===== src/rtl/glcr_pkg.sv =====
// Shared types and constants for the GIF loop-count rewriter.
// Used by glcr_front, glcr_queue, glcr_back and gif_loop_count_rewriter.
package glcr_pkg;

  // Header geometry
  localparam int HDR_LEN     = 16;
  localparam int SKIP_LEN    = 3;
  localparam int HDR_IDX_W   = $clog2(HDR_LEN);
  localparam int HOLD_W      = $clog2(HDR_LEN + SKIP_LEN + 1);
  localparam int RES_IDX_W   = $clog2(HDR_LEN + 4);

  // Hold counts at which the replacement is due and at which the header ends
  localparam logic [HOLD_W-1:0] HOLD_DROP_END = HOLD_W'(HDR_LEN + SKIP_LEN);
  localparam logic [HOLD_W-1:0] HOLD_HDR_END  = HOLD_W'(HDR_LEN);

  // Positions inside a replacement burst
  localparam logic [RES_IDX_W-1:0] RES_CNT_LO = RES_IDX_W'(HDR_LEN);
  localparam logic [RES_IDX_W-1:0] RES_CNT_HI = RES_IDX_W'(HDR_LEN + 1);
  localparam logic [RES_IDX_W-1:0] RES_TERM   = RES_IDX_W'(HDR_LEN + 2);
  localparam logic [RES_IDX_W-1:0] RES_LAST   = RES_IDX_W'(HDR_LEN + 3);

  // Command queue depth
  localparam int QUEUE_DEPTH = 2;
  localparam int QPTR_W      = $clog2(QUEUE_DEPTH);
  localparam int QCNT_W      = $clog2(QUEUE_DEPTH + 1);

  // Animation looping application-extension header
  localparam logic [7:0] LOOP_HDR [HDR_LEN] = '{
    8'h21, 8'hFF, 8'h0B, 8'h4E, 8'h45, 8'h54, 8'h53, 8'h43,
    8'h41, 8'h50, 8'h45, 8'h32, 8'h2E, 8'h30, 8'h03, 8'h01
  };

  // Comment-extension header used when the loop count is zero
  localparam logic [7:0] CMT_HDR [HDR_LEN] = '{
    8'h21, 8'hFE, 8'h0B, 8'h58, 8'h58, 8'h58, 8'h58, 8'h58,
    8'h58, 8'h58, 8'h58, 8'h31, 8'h2E, 8'h30, 8'h03, 8'h01
  };

  typedef struct packed {
    logic [7:0] data_byte;
    logic       new_stream;
  } in_item_t;

  typedef struct packed {
    logic [7:0] out_byte;
    logic       last;
  } out_item_t;

  typedef enum logic {
    CMD_PASS,
    CMD_REPL
  } cmd_kind_t;

  // One unit of back-end work: a flush of held prefix plus byte, or a replacement
  typedef struct packed {
    cmd_kind_t            kind;
    logic [HDR_IDX_W-1:0] held;
    logic [7:0]           data;
  } cmd_t;

endpackage


===== src/rtl/glcr_front.sv =====
// Front end: tracks the header match and classifies each accepted byte.
// Depends on glcr_pkg; pushes commands into glcr_queue.
module glcr_front (
  input  logic              clk,
  input  logic              rst,
  input  logic              byte_valid,
  output logic              byte_stall,
  input  glcr_pkg::in_item_t byte_req,
  input  logic              q_full,
  output logic              q_push,
  output glcr_pkg::cmd_t    q_cmd
);
  import glcr_pkg::*;

  logic [HOLD_W-1:0] hold;
  logic [HOLD_W-1:0] hold_eff;
  logic [HOLD_W-1:0] hold_next;
  logic              emit;
  logic              accept;

  // Stall whenever the queue has no room
  assign byte_stall = q_full;
  assign accept     = byte_valid && !q_full;
  assign q_push     = accept && emit;

  // Classify the byte against the current hold
  always_comb begin
    hold_eff     = byte_req.new_stream ? '0 : hold;
    hold_next    = hold_eff;
    emit         = 1'b0;
    q_cmd.kind   = CMD_PASS;
    q_cmd.held   = '0;
    q_cmd.data   = byte_req.data_byte;
    if (hold_eff >= HOLD_DROP_END) begin
      emit       = 1'b1;
      q_cmd.kind = CMD_REPL;
      hold_next  = '0;
    end else if (hold_eff >= HOLD_HDR_END) begin
      hold_next = hold_eff + 1'b1;
    end else if (hold_eff != '0) begin
      if (byte_req.data_byte == LOOP_HDR[hold_eff[HDR_IDX_W-1:0]]) begin
        hold_next = hold_eff + 1'b1;
      end else begin
        emit       = 1'b1;
        q_cmd.held = hold_eff[HDR_IDX_W-1:0];
        hold_next  = '0;
      end
    end else begin
      if (byte_req.data_byte == LOOP_HDR[0]) begin
        hold_next = HOLD_W'(1);
      end else begin
        emit = 1'b1;
      end
    end
  end

  // Advance the hold on each accepted request
  always_ff @(posedge clk) begin
    if (rst) begin
      hold <= '0;
    end else if (accept) begin
      hold <= hold_next;
    end
  end

  a_hold_range: assert property (@(posedge clk) disable iff (rst)
    hold <= HOLD_DROP_END)
    else $error("hold count beyond the drop window");

endmodule


===== src/rtl/glcr_queue.sv =====
// Short command queue between the front and back ends.
// Depends on glcr_pkg for the command type and depth.
module glcr_queue (
  input  logic           clk,
  input  logic           rst,
  input  logic           push,
  input  glcr_pkg::cmd_t push_cmd,
  output logic           full,
  input  logic           pop,
  output glcr_pkg::cmd_t head,
  output logic           empty
);
  import glcr_pkg::*;

  cmd_t              mem [QUEUE_DEPTH];
  logic [QPTR_W-1:0] wr_ptr;
  logic [QPTR_W-1:0] rd_ptr;
  logic [QCNT_W-1:0] cnt;

  assign full  = (cnt == QCNT_W'(QUEUE_DEPTH));
  assign empty = (cnt == '0);
  assign head  = mem[rd_ptr];

  // Store pushed commands
  always_ff @(posedge clk) begin
    if (push) begin
      mem[wr_ptr] <= push_cmd;
    end
  end

  // Advance pointers and occupancy
  always_ff @(posedge clk) begin
    if (rst) begin
      wr_ptr <= '0;
      rd_ptr <= '0;
      cnt    <= '0;
    end else begin
      if (push) begin
        wr_ptr <= (wr_ptr == QPTR_W'(QUEUE_DEPTH - 1)) ? '0 : wr_ptr + 1'b1;
      end
      if (pop) begin
        rd_ptr <= (rd_ptr == QPTR_W'(QUEUE_DEPTH - 1)) ? '0 : rd_ptr + 1'b1;
      end
      if (push && !pop) begin
        cnt <= cnt + 1'b1;
      end else if (pop && !push) begin
        cnt <= cnt - 1'b1;
      end
    end
  end

  a_no_overflow: assert property (@(posedge clk) disable iff (rst)
    push |-> !full)
    else $error("push into a full command queue");

  a_no_underflow: assert property (@(posedge clk) disable iff (rst)
    pop |-> !empty)
    else $error("pop from an empty command queue");

endmodule


===== src/rtl/glcr_back.sv =====
// Back end: expands queued commands into output bytes and holds the loop count.
// Depends on glcr_pkg; pops commands from glcr_queue.
module glcr_back (
  input  logic                clk,
  input  logic                rst,
  input  logic                cfg_valid,
  output logic                cfg_ready,
  input  logic [15:0]         cfg_data,
  input  logic                q_empty,
  input  glcr_pkg::cmd_t      q_head,
  output logic                q_pop,
  output logic                filt_valid,
  input  logic                filt_stall,
  output glcr_pkg::out_item_t filt_req
);
  import glcr_pkg::*;

  logic [15:0]          loop_count;
  logic                 busy;
  cmd_t                 cmd;
  logic [RES_IDX_W-1:0] idx;
  logic [RES_IDX_W-1:0] last_idx;
  logic [7:0]           cur_byte;
  logic                 advance;

  assign cfg_ready = 1'b1;
  assign q_pop     = !busy && !q_empty;
  assign advance   = busy && (!filt_valid || !filt_stall);
  assign last_idx  = (cmd.kind == CMD_REPL) ? RES_LAST : RES_IDX_W'(cmd.held);

  // Select the byte at the current burst position
  always_comb begin
    cur_byte = cmd.data;
    if (cmd.kind == CMD_REPL) begin
      case (idx)
        RES_CNT_LO: cur_byte = loop_count[7:0];
        RES_CNT_HI: cur_byte = loop_count[15:8];
        RES_TERM:   cur_byte = 8'h00;
        RES_LAST:   cur_byte = cmd.data;
        default: begin
          cur_byte = (loop_count != 16'h0000) ? LOOP_HDR[idx[HDR_IDX_W-1:0]]
                                              : CMT_HDR[idx[HDR_IDX_W-1:0]];
        end
      endcase
    end else if (idx != last_idx) begin
      cur_byte = LOOP_HDR[idx[HDR_IDX_W-1:0]];
    end
  end

  // Hold the loop count register
  always_ff @(posedge clk) begin
    if (rst) begin
      loop_count <= 16'h0001;
    end else if (cfg_valid && cfg_ready) begin
      loop_count <= cfg_data;
    end
  end

  // Load commands, step through bursts, drive the output register
  always_ff @(posedge clk) begin
    if (rst) begin
      busy       <= 1'b0;
      filt_valid <= 1'b0;
      idx        <= '0;
    end else begin
      if (q_pop) begin
        busy <= 1'b1;
        cmd  <= q_head;
        idx  <= '0;
      end
      if (advance) begin
        filt_valid        <= 1'b1;
        filt_req.out_byte <= cur_byte;
        filt_req.last     <= (idx == last_idx);
        idx               <= idx + 1'b1;
        if (idx == last_idx) begin
          busy <= 1'b0;
        end
      end else if (filt_valid && !filt_stall) begin
        filt_valid <= 1'b0;
      end
    end
  end

  a_idx_in_burst: assert property (@(posedge clk) disable iff (rst)
    busy |-> idx <= last_idx)
    else $error("burst position past the end of its command");

endmodule


===== src/rtl/gif_loop_count_rewriter.sv =====
// Top level of the GIF loop-count rewriter: front end, command queue, back end.
// Depends on glcr_pkg, glcr_front, glcr_queue and glcr_back.
//
//   channel   signals                          payload
//   byte      byte_valid / byte_stall          byte_req  (data_byte, new_stream)
//   filt      filt_valid / filt_stall          filt_req  (out_byte, last)
//   cfg       cfg_valid / cfg_ready            cfg_data  (loop_count)
//
// The front end takes one input byte per cycle while the command queue has room.
// The back end loads a command only while idle, then emits its output bytes,
// stalled by filt_stall: 1 to 16 bytes for a flush, 20 for a replacement.
// Bytes that are matched or dropped produce no command.
// Reset is synchronous; it empties the queue, clears the match hold and sets
// the loop count to 1. cfg_ready is always high.
module gif_loop_count_rewriter (
  input  logic                clk,
  input  logic                rst,
  input  logic                byte_valid,
  output logic                byte_stall,
  input  glcr_pkg::in_item_t  byte_req,
  output logic                filt_valid,
  input  logic                filt_stall,
  output glcr_pkg::out_item_t filt_req,
  input  logic                cfg_valid,
  output logic                cfg_ready,
  input  logic [15:0]         cfg_data
);
  import glcr_pkg::*;

  logic q_push;
  logic q_pop;
  logic q_full;
  logic q_empty;
  cmd_t q_cmd;
  cmd_t q_head;

  glcr_front u_front (
    .clk        (clk),
    .rst        (rst),
    .byte_valid (byte_valid),
    .byte_stall (byte_stall),
    .byte_req   (byte_req),
    .q_full     (q_full),
    .q_push     (q_push),
    .q_cmd      (q_cmd)
  );

  glcr_queue u_queue (
    .clk      (clk),
    .rst      (rst),
    .push     (q_push),
    .push_cmd (q_cmd),
    .full     (q_full),
    .pop      (q_pop),
    .head     (q_head),
    .empty    (q_empty)
  );

  glcr_back u_back (
    .clk        (clk),
    .rst        (rst),
    .cfg_valid  (cfg_valid),
    .cfg_ready  (cfg_ready),
    .cfg_data   (cfg_data),
    .q_empty    (q_empty),
    .q_head     (q_head),
    .q_pop      (q_pop),
    .filt_valid (filt_valid),
    .filt_stall (filt_stall),
    .filt_req   (filt_req)
  );

endmodule


===== config.mk =====
export PLATFORM = sky130hd
export DESIGN_NAME = gif_loop_count_rewriter
export DESIGN_NICKNAME = d
export VERILOG_FILES = /design/src/rtl/glcr_pkg.sv /design/src/rtl/glcr_front.sv /design/src/rtl/glcr_queue.sv /design/src/rtl/glcr_back.sv /design/src/rtl/gif_loop_count_rewriter.sv
export SDC_FILE = /design/constraint.sdc
export NUM_CORES = 1
export LEC_CHECK = 0
export ABC_CLOCK_PERIOD_IN_PS = 7000
export BUFFER_PORTS_ARGS = -buffer_cell sky130_fd_sc_hd__buf_2
export CORE_UTILIZATION = 45
export DETAILED_ROUTE_END_ITERATION = 12
export SYNTH_ARGS = -nofsm -noshare
export SYNTH_HDL_FRONTEND = slang
export SYNTH_HIERARCHICAL = 1
export SYNTH_SLANG_ARGS = --single-unit

===== constraint.sdc =====
create_clock -name clk -period 7 [get_ports clk]
set_input_delay 0 -clock clk [delete_from_list [all_inputs] [get_ports clk]]
set_output_delay 0 -clock clk [all_outputs]
set_load 0.05 [all_outputs]

==> qor.yml <==
sta:
  finalCriticalPeriod_ps: 3880
  worst_clock_skew_ps: 5.89
  final-hold-violation-count: 0
  timing.fmax_mhz: 257
  min_period_over_period: 0.555
  tightestPinTransition_ps: 1040
  slew_viol_final: 0
  setup_viol: 0
  slew-limit-headroom: 0.307
  fin_setup_tns_ps: 0
  rsz_0062_raised_after_global_routing: "false"
clock_network:
  postCtsSetupBuffers: 0
  tritoncts: "yes"
  h-tree-depth: 3
  number_of_cts_inserted_buffers: 9
  clockBufferDepth: 2
  postCtsResizedCells: 0
  clockRootBuffer: "clkbuf_8"
  worst_skew_pair.late_latency_ps: 350
  numClockSinks: 81
  path_clk_slew_ps: 80
  holdBufCountCts: 25
worst_setup_path:
  crit_path_max_fanout: 19
  critPathSlowestCell: "nor2b_1"
  reg2regPathDepth: 10
  cpPeakStageDelay_ps: 870
  critical_path_depth: 10
  cp_num_buf_inv: 1
  worst_ep_arrival_time_ps: 3850
  worstSetupEndpointType: "register"
  register_to_register_setup_slack_ps: 3120
  setup.worst_path.class: "register to register"
  crit_path_launch_type: "register"
  critical_path_most_common_cell: "nor2b_1"
  cp_top_family: "simple AND/OR/NAND/NOR gates"
  critical_path.cell_chain: "nor2b_1, inv_1, ha_1, nor3b_1, a221oi_2, nor3_1, nor4_4, and3_4, a21oi_1, nor2b_1"
  data_required_time_at_the_worst_endpoint_ps: 6970
cells_and_area:
  synthToLayoutAreaGrowth_pct: 13.4
  final_area_sq_um: 5150
  final_cell_mix: "48 x edfxtp_1, 40 x buf_2, 38 x nor2_1"
  layout_commonest_cell: "edfxtp_1"
  num_antenna_cells: 0
  design.final.nets: 508
  layout-drive-gt1-share: 0.182
status:
  status: "finished clean"
yosys:
  main_area_contributors_after_synthesis: "edfxtp_1 32%, dfxtp_1 15%, mux2i_1 5.1%"
  sequential_fraction_of_the_synthesis_area: 0.463
  synth-compound-area-share: 0.149
  synth_nets: 470
  xor_xnor_fraction_of_synth_area: 0.0231
  synth-warning-count: 6
  post-synth-top-area-cell: "edfxtp_1"
  most_common_flop_cell_mapped_by_yosys: "edfxtp_1"
  synth_top_cell_area_share: 0.317
  post_synth_fa_ha_maj_area_fraction: 0.0300
  synth-seq-cells: 81
  synth.avg_cell_area_sq_um: 10.6
  combined_area_of_all_synthesized_cells_sq_um: 4540
  yosysUniqueCellTypes: 73
  number_of_flops_mapped_to_enable_cells_by_yosys: 48
  synthMuxAreaShare: 0.103
  syn_inst: 430
  ys_async_sr_fraction: 0
  synth_top_family_by_area: "simple AND/OR/NAND/NOR gates"
  synth_simple_gate_area_share: 0.167
grt:
  first_global_vias: 3359
  grt_start_max_net_pins: 38
  grt_pass1_wl_mm: 16.3
  grt_antenna_before_repair: 0
  grt_util_all_layers: 0.205
  grt.overflow.total: 0
worst_hold_path:
  holdCritPathClass: "input port to register"
  whs_path_depth: 2
die:
  initial_utilization: 0.465
  pin_count: 42
  floorplan.rows: 36
  core_area_sq_um: 9770
  die_y_um: 102
  die_width_um: 102
  fp.dieArea_sq_um: 10500
pwr:
  p_per_cell_area_nw_per_um2: 262
  peakVddDrop_uv: 102
  p_leak_nw: 1.92
routing:
  detail_route.iter0.violations: 175
  first_pass_iters: 4
  post_drt_wl_per_cell_um: 16.4
  drt_drc_violations_left: 0
  viasPerCell: 5.56
  remaining_number_of_nets_flagged_by_the_antenna_check_after_routing: 0
  wl_mm: 9.94
  total_number_of_vias: 3368
placement:
  place.port_buffers: 40
  dpl_cell_area_sq_um: 4680
  gp_congestion: 0.877
  post-dp-hpwl_mm: 6.96
run:
  max_cap_viol_count: 0
[cell usage after synthesis, types with 5 or more instances]
master    instances
edfxtp_1         48
nand4_1           6
nor4b_1           8
nor2b_1           9
dfxtp_1          33
clkbuf_1         12
nand2_1          25
a222oi_1          8
nor4_1            5
nand3_1           9
nor3_1           13
mux2i_1          23
buf_4            12
xnor2_1           6
mux2_2           15
nor2_1           38
inv_1            17
a21oi_1          18
o21ai_0          11
xor2_1            6
buf_2            10
nand2b_1          8
ha_1             10
[worst reg2reg max path, stage by stage (launching register included)]
cell and delay, ps:
dfxtp_1 720, nor2b_1 290, inv_1 110, ha_1 320, nor3b_1 240, a221oi_2 70, nor3_1 300, nor4_4 120
and3_4 180, a21oi_1 290, nor2b_1 870
[final timing paths]
check,start,endpoint
max,u_front/hold[0]$_SDFFE_PP0P_,u_queue/mem[0][4]$_DFFE_PP_
min,byte_req[0],u_front/hold[3]$_SDFFE_PP0P_
max reg2reg,u_front/hold[0]$_SDFFE_PP0P_,u_queue/mem[0][4]$_DFFE_PP_
min reg2reg,u_back/filt_valid$_SDFFE_PP0P_,u_back/filt_valid$_SDFFE_PP0P_
[kinds of logic after synthesis]
logic type,Yosys count
AO/OA/AOI/OAI,87
XOR/XNOR,12
adder cells (fa/ha/maj),11
buffers and inverters,55
flip-flops,81
multiplexers,41
other,1
AND/OR/NAND/NOR,142
[sequential cells by signal, summed over array words and instances (netlist names), 2 cells and up, named ones only]
name	cells
u_back/filt_req	9
u_back/cmd	13
u_queue/mem	26
u_queue/cnt	2
u_back/idx	5
u_front/hold	5
u_back/loop_count	16
[through the flow]
stage	util	hold WS [ps]	instances	power [mW]	setup WS (ps)
after floorplan	-	69.1	430	0.910	3850
after global placement	0.479	202	565	0.980	3150
after detailed placement	0.479	212	565	0.986	3100
after CTS	0.527	101	606	1.36	3070
after global routing	0.527	137	606	1.43	2700
final	0.527	118	606	1.35	3120
[power by group]
| part | internal, mW | leakage [nW] | total [mW] | switching, mW |
|---|---|---|---|---|
| registers | 0.595 | 0.718 | 0.648 | 0.0532 |
| clock network | 0.194 | 0.112 | 0.363 | 0.169 |
| logic | 0.138 | 1.09 | 0.339 | 0.201 |
[per-layer routing]
metal,wire length [um],track usage,up-vias
met5,0,0,-
met4,145,0.0736,0
met3,385,0.0447,13
met2,5230,0.367,83
met1,4180,0.241,1605
li1,-,-,1667
[final cells by class]
type	instances	area, sq um
inverter	17	63.8
multi-input combinational	294	2150
timing repair buffer	65	450
tap	133	166
clock buffer	14	206
fill	879	4620
clock inverter	2	13.8
sequential	81	2100
No activity file was read; power rests on OpenSTA's default activity.
